$ cat config.mk
export PLATFORM = sky130hd
export DESIGN_NAME = dea_ctrl
export DESIGN_NICKNAME = d
export VERILOG_FILES = /design/src/sv/double_ended_indexed_array_assert.svh /design/src/sv/dea_pkg.sv /design/src/sv/dea_ctrl.sv
export SDC_FILE = /design/constraint.sdc
export NUM_CORES = 1
export LEC_CHECK = 0
export BUFFER_PORTS_ARGS = -buffer_cell sky130_fd_sc_hd__buf_2
export CORE_AREA = 2 2 39 41
export CTS_BUF_LIST = sky130_fd_sc_hd__clkbuf_16
export CTS_CLUSTER_DIAMETER = 50
export CTS_CLUSTER_SIZE = 40
export DETAILED_ROUTE_END_ITERATION = 16
export DIE_AREA = 0 0 41 43
export PLACE_DENSITY = 0.36
export SETUP_SLACK_MARGIN = 0.4
export SYNTH_ARGS = -nofsm -noshare
export SYNTH_HDL_FRONTEND = slang
export SYNTH_SLANG_ARGS = --single-unit
$ cat constraint.sdc
create_clock -name clk -period 2.4 [get_ports clk]
set_input_delay 0.48 -clock clk [delete_from_list [all_inputs] [get_ports clk]]
set_output_delay 0.48 -clock clk [all_outputs]
set_load 0.005 [all_outputs]
$ cat src/sv/double_ended_indexed_array_assert.svh
// ---------------------------------------------------------------------------
// double_ended_indexed_array_assert
// Assertion macros for the double-ended indexed array
// ---------------------------------------------------------------------------
`ifndef DOUBLE_ENDED_INDEXED_ARRAY_ASSERT_SVH
`define DOUBLE_ENDED_INDEXED_ARRAY_ASSERT_SVH

`ifndef SYNTHESIS

// same-cycle implication
`define DEA_ASSERT_IMP(lbl, clk, rst, ante, cons) \
  lbl: assert property (@(posedge clk) disable iff (rst) (ante) |-> (cons)) \
    else $error("assertion failed: same-cycle implication");

// next-cycle implication
`define DEA_ASSERT_NXT(lbl, clk, rst, ante, cons) \
  lbl: assert property (@(posedge clk) disable iff (rst) (ante) |=> (cons)) \
    else $error("assertion failed: next-cycle implication");

`else

`define DEA_ASSERT_IMP(lbl, clk, rst, ante, cons)
`define DEA_ASSERT_NXT(lbl, clk, rst, ante, cons)

`endif

`endif

$ cat src/sv/dea_pkg.sv
// ---------------------------------------------------------------------------
// dea_pkg
// Shared constants, operation codes and control structs of the
// double-ended indexed array
// ---------------------------------------------------------------------------
package dea_pkg;

  localparam int DEA_CAPACITY   = 256;
  localparam int DEA_WORD_WIDTH = 32;

  localparam int FUNC_W  = 4;
  localparam int INDEX_W = 8;
  localparam int VALUE_W = 32;
  localparam int DATA_W  = 32;
  localparam int COUNT_W = 9;

  typedef enum logic [FUNC_W-1:0] {
    FN_PUSH_BACK  = 4'd0,
    FN_PUSH_FRONT = 4'd1,
    FN_POP_BACK   = 4'd2,
    FN_POP_FRONT  = 4'd3,
    FN_PEEK_BACK  = 4'd4,
    FN_PEEK_FRONT = 4'd5,
    FN_GET        = 4'd6,
    FN_SET        = 4'd7,
    FN_CLEAR      = 4'd8
  } func_t;

  // controller to datapath
  typedef struct packed {
    logic load;     // register the input beat
    logic exec;     // memory access and state update
    logic capture;  // move the result into the output register
  } cmd_t;

  // datapath to controller
  typedef struct packed {
    logic out_busy; // output register holds a beat that is not taken this cycle
  } sts_t;

endpackage

$ cat src/sv/dea_ctrl.sv
// ---------------------------------------------------------------------------
// dea_ctrl
// Sequencer: accept, execute, capture result
// ---------------------------------------------------------------------------
module dea_ctrl (
  input  logic          clk,
  input  logic          rst,
  input  logic          in_valid,
  output logic          in_stall,
  input  dea_pkg::sts_t sts,
  output dea_pkg::cmd_t cmd
);
  import dea_pkg::*;

  typedef enum logic [2:0] {
    ST_IDLE = 3'b001,
    ST_EXEC = 3'b010,
    ST_CAPT = 3'b100
  } state_t;

  state_t state, state_next;

  always_ff @(posedge clk) begin
    if (rst) begin
      state <= ST_IDLE;
    end else begin
      state <= state_next;
    end
  end

  always_comb begin
    state_next  = state;
    cmd         = '0;
    in_stall    = 1'b1;
    unique case (state)
      ST_IDLE: begin
        in_stall = 1'b0;
        if (in_valid) begin
          cmd.load   = 1'b1;
          state_next = ST_EXEC;
        end
      end
      ST_EXEC: begin
        cmd.exec   = 1'b1;
        state_next = ST_CAPT;
      end
      ST_CAPT: begin
        // wait for the previous result to leave the output register
        if (!sts.out_busy) begin
          cmd.capture = 1'b1;
          state_next  = ST_IDLE;
        end
      end
      default: begin
        state_next = ST_IDLE;
      end
    endcase
  end

endmodule

==> results_dict.tcl, run 1 <==
set metrics [dict create \
    avgViaCountPerCell 3.74 \
    layout-drive-gt1-share_pct 46.2 \
    first_global_vias 154 \
    ff2ff_path_depth 2 \
    rsz0062_at_grt "no" \
    holdBufCountCts 0 \
    syn_area_um2 150 \
    hold_end "state[2]" \
    ys_ff_latch 3 \
    grt_first_pass_wirelength_um 538 \
    seq_area_frac_synth_pct 40.0 \
    path_clk_slew_ps 30 \
    start_util_pct 10.8 \
    grt_overflow 0 \
    finalNetCount 31 \
    hold_ws_ps 445 \
    avgSynthCellArea_um2 10.0 \
    hold_path.class "in2reg" \
    synth.most_common_cell "dfxtp_1" \
    top_regs "state (3)" \
    r2r_end "state[0]" \
    grt_start_max_net_pins 8 \
    finalHoldViolations 0 \
    syn2layout_area_growth_pct 89.2 \
    yosys.area.top_type "dfxtp_1" \
    synthCells 15 \
    drtIter0Drc 1 \
    antenna_found_initial 0 \
    diodes 0 \
    cts-buffers-inserted 3 \
    numPortBuffers 7 \
    ff2ff_setup_slack_ps 1180 \
    drv_slew 0 \
    synth_fa_ha_area_share_pct 0 \
    h-tree-depth 1 \
    worstMarginPinSlew_ps 230 \
    setup_slack_ps 651 \
    hpwl_um 267 \
    syn-num-nets 19 \
    synthXorXnorAreaFrac_pct 0 \
    core_area_um2 1380 \
    synth.top_cells.by_area "dfxtp_1 (40%), or3b_2 (12%), nand4bb_1 (7.5%), or4bb_1 (7.5%), a31o_1 (5.8%)" \
    vias 157 \
    largest_register "state" \
    hold_path_startpoint "rst" \
    setup_tns_ps 0 \
    synth_compound_area_share_pct 10.8 \
    synth.distinct_cells 11 \
    worstSetupPathType "reg2out" \
    cap_violations 0 \
    root_buffer "clkbuf_16" \
    max-clock-path-buffers 2 \
    num_rows 14 \
    r2r-start "state[2]" \
    routed_wl_um 348 \
    run_status "finished, final reports clean" \
    worstPathRequired_ps 1920 \
    die_w_um 41 \
    place_ws_ps 876 \
    ioPinCount 8 \
    synthMuxAreaShare_pct 0 \
    largest_reg_flops 3 \
    die_h_um 43 \
    cts_setup_buffers 0 \
    whs_path_depth 2 \
    cts_tree "yes" \
    synthArstFlopShare_pct 0 \
    cts_resized 0 \
    ys.flop_type "dfxtp_1" \
    gp_congestion 0.615 \
    utilization_pct 20.5 \
    wl_per_cell_um 8.29 \
    cts_sinks 3 \
    synth_edf_count 0 \
    clk_latency_ps 230 \
    synth_top_area_share_pct 40.0 \
    fin_skew_ps 2.07 \
    synthSimpleGateAreaFrac_pct 44.2 \
    p_per_area_nw_per_um2 1190 \
    start_kind "flip-flop" \
    critPathMaxFanout 7 \
    setup_violations 0 \
    drt_drc_violations_left 0 \
    ir_worst_vdd_mv 0.233 \
    drtPass1Iterations 2 \
    ys_warn_count 0 \
    synthTopCellsByCount "dfxtp_1 (3), inv_1 (2), or3b_2 (2)" \
    worstSetupEndpointType "primary output" \
    crit_start "state[1]" \
    leakage_nw 0.134 \
    grt_use_total_pct 5.31 \
    slew_headroom_pct 84.4 \
    finalCritPeriodShare_pct 72.9 \
    fmax_mhz 572 \
    crit_arrival_ps 1270 \
    period_needed_ps 1750 \
    synth_top_family_by_area "simple AND/OR/NAND/NOR gates" \
    ant_nets 0 \
    die-area_um2 1760 \
]
per-layer routing:
| layer | GRT usage (%) | vias up | wire length [um] |
|---|---|---|---|
| met5 | 0 | - | 0 |
| met4 | 10.0 | 0 | 20 |
| met3 | 1.57 | 2 | 13 |
| met2 | 7.50 | 3 | 206 |
| met1 | 3.51 | 74 | 108 |
| li1 | - | 78 | - |
layout by cell type, fill, tap and decap left out:
master     synthesis  layout
a211oi_1           1       1
a31o_1             1       1
buf_2              0       7
clkbuf_16          0       3
dfxtp_1            3       3
inv_1              2       3
nand2b_1           1       1
nand3b_1           1       1
nand4bb_1          1       1
nor2_1             1       1
nor4b_1            1       1
or3b_2             2       2
or4bb_1            1       1
through the flow:
step	area, um^2	std cells	power (mW)
global placement	205	38	0.0736
finish	284	42	0.337
detailed placement	205	38	0.0734
global route	284	42	0.345
floorplan	150	15	0.0648
CTS	284	42	0.340
final cells by class:
type | instances | area (um^2)
Fill cell | 162 | 1100
Sequential cell | 3 | 60.1
Clock inverter | 1 | 3.75
Timing Repair Buffer | 7 | 35.0
Inverter | 2 | 7.51
Clock buffer | 3 | 75.1
Tap cell | 16 | 20.0
Multi-Input combinational cell | 10 | 82.6
critical path, cell delays in order, from the launching register on:
cell and delay (ps):
dfxtp_1 390, or3b_2 480, inv_1 70, buf_2 100
worst max path at each step:
stage             end  slack, ps  depth (start not counted)
5_1_grt        cmd[1]        590                          3
2_1_floorplan  cmd[1]       1030                          2
3_3_place_gp   cmd[1]        880                          3
6_report       cmd[1]        650                          3
3_5_place_dp   cmd[1]        880                          3
4_1_cts        cmd[1]        640                          3
kinds of logic (layout without fill, tap and decap cells):
| logic type | after synthesis | count (layout) |
|---|---|---|
| flops | 3 | 3 |
| simple gates | 8 | 8 |
| compound gates | 2 | 2 |
| buf+inv | 2 | 13 |
report_power, final:
part	internal (mW)	switching (mW)	leakage (nW)
clock	0.215	0.0494	0.0423
sequential	0.0529	0.00328	0.0246
combinational	0.00980	0.00632	0.0675
Note: power is estimated with default switching activity, not from simulation.
==> inputs of run 2 (changes only) <==
--- a/config.mk
+++ b/config.mk
@@ -5,6 +5,7 @@
 export SDC_FILE = /design/constraint.sdc
 export NUM_CORES = 1
 export LEC_CHECK = 0
+export ABC_AREA = 1
 export BUFFER_PORTS_ARGS = -buffer_cell sky130_fd_sc_hd__buf_2
 export CORE_AREA = 2 2 39 41
 export CTS_BUF_LIST = sky130_fd_sc_hd__clkbuf_16
@@ -12,7 +13,7 @@
 export CTS_CLUSTER_SIZE = 40
 export DETAILED_ROUTE_END_ITERATION = 16
 export DIE_AREA = 0 0 41 43
-export PLACE_DENSITY = 0.36
+export PLACE_DENSITY = 0.38
 export SETUP_SLACK_MARGIN = 0.4
 export SYNTH_ARGS = -nofsm -noshare
 export SYNTH_HDL_FRONTEND = slang
==> constraint.sdc (replaced) <==
create_clock -name clk -period 1.6 [get_ports clk]
set_input_delay 0.32 -clock clk [delete_from_list [all_inputs] [get_ports clk]]
set_output_delay 0.32 -clock clk [all_outputs]
set_load 0.005 [all_outputs]
==> results_dict.tcl, run 2 <==
set metrics [dict create \
    run_status "finished, final reports clean" \
    wl_per_cell_um 7.90 \
    dp.cells 45 \
    fmax_mhz 802 \
    numPortBuffers 7 \
    ff2ff_path_depth 6 \
    yosys.area.top_type "dfxtp_1" \
    grt_overflow 0 \
    finalHoldViolations 0 \
    seq_area_frac_synth_pct 36.9 \
    holdBufCountCts 0 \
    finalNetCount 40 \
    r2r-start "state[1]" \
    num_rows 14 \
    grt_start_max_net_pins 5 \
    cap_violations 0 \
    top_regs "state (3)" \
    cts-buffers-inserted 3 \
    dpl_cell_area_um2 218 \
    start_util_pct 11.8 \
    setup_slack_ps 354 \
    finalCritPeriodShare_pct 77.9 \
    mostFrequentLayoutCells "buf_2 (6), inv_1 (4), inv_2 (3), clkbuf_16 (3)" \
    synthCells 22 \
    synth_top_area_share_pct 36.9 \
    syn2layout_area_growth_pct 107 \
    cpPeakStageDelay_ps 320 \
    worstMarginPinSlew_ps 195 \
    crit_start "state[1]" \
    r2r_end "state[0]" \
    die_h_um 43 \
    start_kind "flip-flop" \
    core_area_um2 1380 \
    synth.most_common_cell "inv_1" \
    drtPass1Iterations 4 \
    slowest_stage "dfxtp_2" \
    path_delay_family "flip-flops" \
    hold_path.class "in2reg" \
    vias 181 \
    max-clock-path-buffers 2 \
    grt_first_pass_wirelength_um 579 \
    grt_use_total_pct 5.32 \
    ir_worst_vdd_mv 0.371 \
    crit_arrival_ps 930 \
    path_clk_slew_ps 30 \
    fin_skew_ps 0.223 \
    ys_warn_count 0 \
    synth_edf_count 0 \
    ant_nets 0 \
    worstPathRequired_ps 1280 \
    p_total_uw 550 \
    gp_congestion 0.694 \
    crit_cells 2 \
    ioPinCount 8 \
    critPathBufInv 1 \
    final_common_cell "buf_2" \
    antenna_found_initial 0 \
    largest_register "state" \
    drv_slew 0 \
    setup_violations 0 \
    ff2ff_setup_slack_ps 680 \
    hpwl_um 285 \
    clk_latency_ps 220 \
    setup_tns_ps 0 \
    syn-num-nets 26 \
    layout-drive-gt1-share_pct 68.6 \
    diodes 0 \
    avgViaCountPerCell 3.55 \
    layout.cells.non_filler 51 \
    worstSetupPathType "reg2out" \
    synthTopCellsByCount "inv_1 (4), dfxtp_1 (3), inv_2 (3), nand3_2 (3)" \
    path_cells "nor4_1 -> buf_2" \
    h-tree-depth 1 \
    drt_drc_violations_left 0 \
    drtIter0Drc 6 \
    syn_area_um2 163 \
    place_ws_ps 553 \
    crit_path_end "cmd[0]" \
    critPathMaxFanout 3 \
    period_needed_ps 1250 \
    root_buffer "clkbuf_16" \
    routed_wl_um 403 \
    cts_tree "yes" \
    synthArstFlopShare_pct 0 \
    avgSynthCellArea_um2 7.39 \
    worstSetupEndpointType "primary output" \
    cts_sinks 3 \
    slew_headroom_pct 86.9 \
    ys_ff_latch 3 \
    synth.top_cells.by_area "dfxtp_1 (37%), nand3_2 (18%), inv_1 (9.2%), nand4_1 (7.7%), inv_2 (6.9%)" \
    die-area_um2 1760 \
    die_w_um 41 \
    first_global_vias 160 \
    largest_reg_flops 3 \
    p_per_area_nw_per_um2 1630 \
    leakage_nw 0.177 \
    rsz0062_at_grt "yes" \
    final_area_um2 337 \
    ys.flop_type "dfxtp_1" \
    synth.distinct_cells 11 \
]
## run 2: layer usage
metal / wire length, um / GRT usage, % / vias up
met5: 0 / 0 / -
met4: 15 / 8.00 / 0
met3: 15 / 1.57 / 2
met2: 185 / 5.63 / 5
met1: 186 / 6.43 / 77
li1: - / - / 97
## run 2: through the flow
step / hold slack, ps / util [%]
3_5_place_dp: 512 / 15.7
2_1_floorplan: 389 / -
5_1_grt: 296 / 24.3
3_3_place_gp: 522 / 15.7
6_report: 276 / 24.3
4_1_cts: 282 / 21.5
## run 2: worst register-to-register path, delay by kind of cell, from the launching register on
family	cells	cell delay, ps
DFF	1	340
buffers and inverters	3	240
and+or+nand+nor	3	230
## run 2: what timing repair did
| item | in CTS | in global routing |
|---|---|---|
| setup buffers | 0 | 2 |
| gates resized for setup | 1 | 8 |
| cloned | 0 | 0 |
| pin swaps | 1 | 2 |
| endpoints found under the setup margin | 4 | 4 |
## run 2: cells by family after synthesis
group | share of synthesized area [%]
compound gates | 3.07
simple gates | 43.8
buf+inv | 16.2
flops | 36.9
## run 2: area by class of cell
cell class,instances,area [um^2]
Timing Repair Buffer,9,56.3
Inverter,7,28.8
Multi-Input combinational cell,12,86.3
Fill cell,157,1050
Clock inverter,1,3.75
Sequential cell,3,66.3
Clock buffer,3,75.1
Tap cell,16,20.0
## run 2: worst min-delay path by stage
stage	cells past startpoint	startpoint	endpoint
floorplan	1	rst	state[2]
finish	2	rst	state[2]
CTS	2	rst	state[2]
global placement	2	rst	state[2]
detailed placement	2	rst	state[2]
global route	2	rst	state[2]
## run 2: power by group
group	switching (mW)	internal, mW
combinational	0.0328	0.0373
clock	0.0667	0.322
sequential	0.00828	0.0830
total	0.108	0.442
==> inputs of run 3 (changes only) <==
--- a/config.mk
+++ b/config.mk
@@ -5,7 +5,7 @@
 export SDC_FILE = /design/constraint.sdc
 export NUM_CORES = 1
 export LEC_CHECK = 0
-export ABC_AREA = 1
+export ABC_AREA = 0
 export BUFFER_PORTS_ARGS = -buffer_cell sky130_fd_sc_hd__buf_2
 export CORE_AREA = 2 2 39 41
 export CTS_BUF_LIST = sky130_fd_sc_hd__clkbuf_16
@@ -13,7 +13,7 @@
 export CTS_CLUSTER_SIZE = 40
 export DETAILED_ROUTE_END_ITERATION = 16
 export DIE_AREA = 0 0 41 43
-export PLACE_DENSITY = 0.38
+export PLACE_DENSITY = 0.37
 export SETUP_SLACK_MARGIN = 0.4
 export SYNTH_ARGS = -nofsm -noshare
 export SYNTH_HDL_FRONTEND = slang
==> constraint.sdc (replaced) <==
create_clock -name clk -period 1.1 [get_ports clk]
set_input_delay 0.22 -clock clk [delete_from_list [all_inputs] [get_ports clk]]
set_output_delay 0.22 -clock clk [all_outputs]
set_load 0.005 [all_outputs]
==> results_dict.tcl, run 3 (synthesis gave the netlist of run 1 again) <==
set metrics [dict create \
    h-tree-depth 1 \
    layout-drive-gt1-share_pct 84.8 \
    top_regs "state (3)" \
    run_status "finished with violations" \
    diodes 0 \
    wl_per_cell_um 10.7 \
    core_area_um2 1380 \
    clockPowerShare_pct 72.6 \
    syn2layout_area_growth_pct 172 \
    setup_tns_ps -992 \
    worstSetupPathType "reg2out" \
    cap_violations 0 \
    fmax_mhz 744 \
    antenna_found_initial 0 \
    setup_violations 5 \
    start_util_pct 10.8 \
    cts_sinks 3 \
    drv_slew 0 \
    final_area_um2 409 \
    die-area_um2 1760 \
    grt_overflow 0 \
    largest_register "state" \
    slew_headroom_pct 88.6 \
    vias 188 \
    drtIter0Drc 0 \
    crit_arrival_ps 1120 \
    setup_slack_ps -244 \
    die_h_um 43 \
    holdBufCountCts 0 \
    numPortBuffers 7 \
    period_needed_ps 1340 \
    grt_use_total_pct 7.62 \
    max-clock-path-buffers 2 \
    ir_worst_vdd_mv 0.506 \
    drtPass1Iterations 1 \
    start_kind "flip-flop" \
    pwr-share-seq_pct 15.6 \
    largest_reg_flops 3 \
    num_rows 14 \
    root_buffer "clkbuf_16" \
    switching_share_pct 18.2 \
    fin_skew_ps 2.37 \
    ant_nets 0 \
    worstSetupEndpointType "primary output" \
    failed_checks "negative setup slack" \
    power.internal_uw 644 \
    clk_latency_ps 230 \
    hpwl_um 313 \
    hold_path.class "in2reg" \
    routed_wl_um 524 \
    rsz0062_at_grt "yes" \
    die_w_um 41 \
    dpl_cell_area_um2 234 \
    critPathMaxFanout 5 \
    worstMarginPinSlew_ps 170 \
    mostFrequentLayoutCells "buf_2 (5), buf_4 (5), buf_6 (4)" \
    p_switching_uw 143 \
    path_clk_slew_ps 30 \
    cts-buffers-inserted 3 \
    first_global_vias 204 \
    finalCritPeriodShare_pct 122 \
    cts_tree "yes" \
    gp_congestion 0.671 \
    avgViaCountPerCell 3.84 \
    drt_drc_violations_left 0 \
    grt_start_max_net_pins 7 \
    grt_first_pass_wirelength_um 828 \
    p_per_area_nw_per_um2 1920 \
    comb_power_share_pct 11.8 \
    worstPathRequired_ps 880 \
    finalNetCount 38 \
    ioPinCount 8 \
    leakage_nw 0.177 \
    finalHoldViolations 0 \
]
run 3: cell count changes in the layout (fill, tap and decap cells not counted), moves of 2 or more:
| cell | previous run | this run |
|---|---|---|
| nand4_1 | 2 | 0 |
| inv_1 | 4 | 1 |
| buf_4 | 2 | 5 |
| nand3_2 | 2 | 0 |
| buf_6 | 1 | 4 |
| or3b_4 | 0 | 2 |
run 3: layout make-up:
cell class | instances | area, um^2
Clock buffer | 3 | 75.1
Timing Repair Buffer | 14 | 108
Sequential cell | 3 | 68.8
Fill cell | 149 | 975
Tap cell | 16 | 20.0
Multi-Input combinational cell | 10 | 126
Inverter | 2 | 7.51
Clock inverter | 1 | 3.75
run 3: through the flow:
stage / total power, mW / utilization [%] / hold WS (ps) / worst slack [ps] / std cells
final: 0.788 / 29.6 / 200 / -244 / 49
after detailed placement: 0.172 / 16.9 / 420 / -37.2 / 41
after CTS: 0.769 / 25.5 / 186 / -229 / 48
after global placement: 0.172 / 16.9 / 419 / -35.2 / 41
after floorplan: 0.144 / - / 285 / 16.1 / 15
after global routing: 0.815 / 29.6 / 214 / -268 / 49
run 3: worst max-delay path, cell delays in order, from the launching register on:
cell and delay (ps):
dfxtp_4 340, or3b_4 400, inv_2 60, buf_2 100
run 3: power groups by stage:
stage          combinational, mW  clock [mW]  sequential (mW)
2_1_floorplan             0.0199           0            0.124
3_3_place_gp              0.0462           0            0.125
3_5_place_dp              0.0468           0            0.125
4_1_cts                   0.0635       0.582            0.124
5_1_grt                    0.101       0.590            0.124
6_report                  0.0931       0.572            0.122
run 3: what timing repair did:
| item | CTS | global route |
|---|---|---|
| pin swaps | 0 | 3 |
| setup endpoints to repair | 7 | 7 |
| setup buffers | 3 | 1 |
| gates cloned | 0 | 0 |
| resized for setup | 5 | 9 |
run 3: worst paths after layout:
check,start,endpoint,slack (ps),cells after the start
worst max-delay path,state[0],cmd[1],-240,3
worst min-delay path,rst,state[1],200,2
worst max register to register,state[1],state[0],-150,3
worst min register to register,state[0],state[2],540,2
run 3: per-layer routing:
layer  vias to the layer above  GRT usage (%)  wire length, um  share of wire [%]
met1                        91           7.03              187                 36
li1                         91              -                -                  -
met3                         2           1.57                5               0.95
met4                         0           10.0               21                4.0
met5                         -              0                0                  0
met2                         4           11.3              311                 59
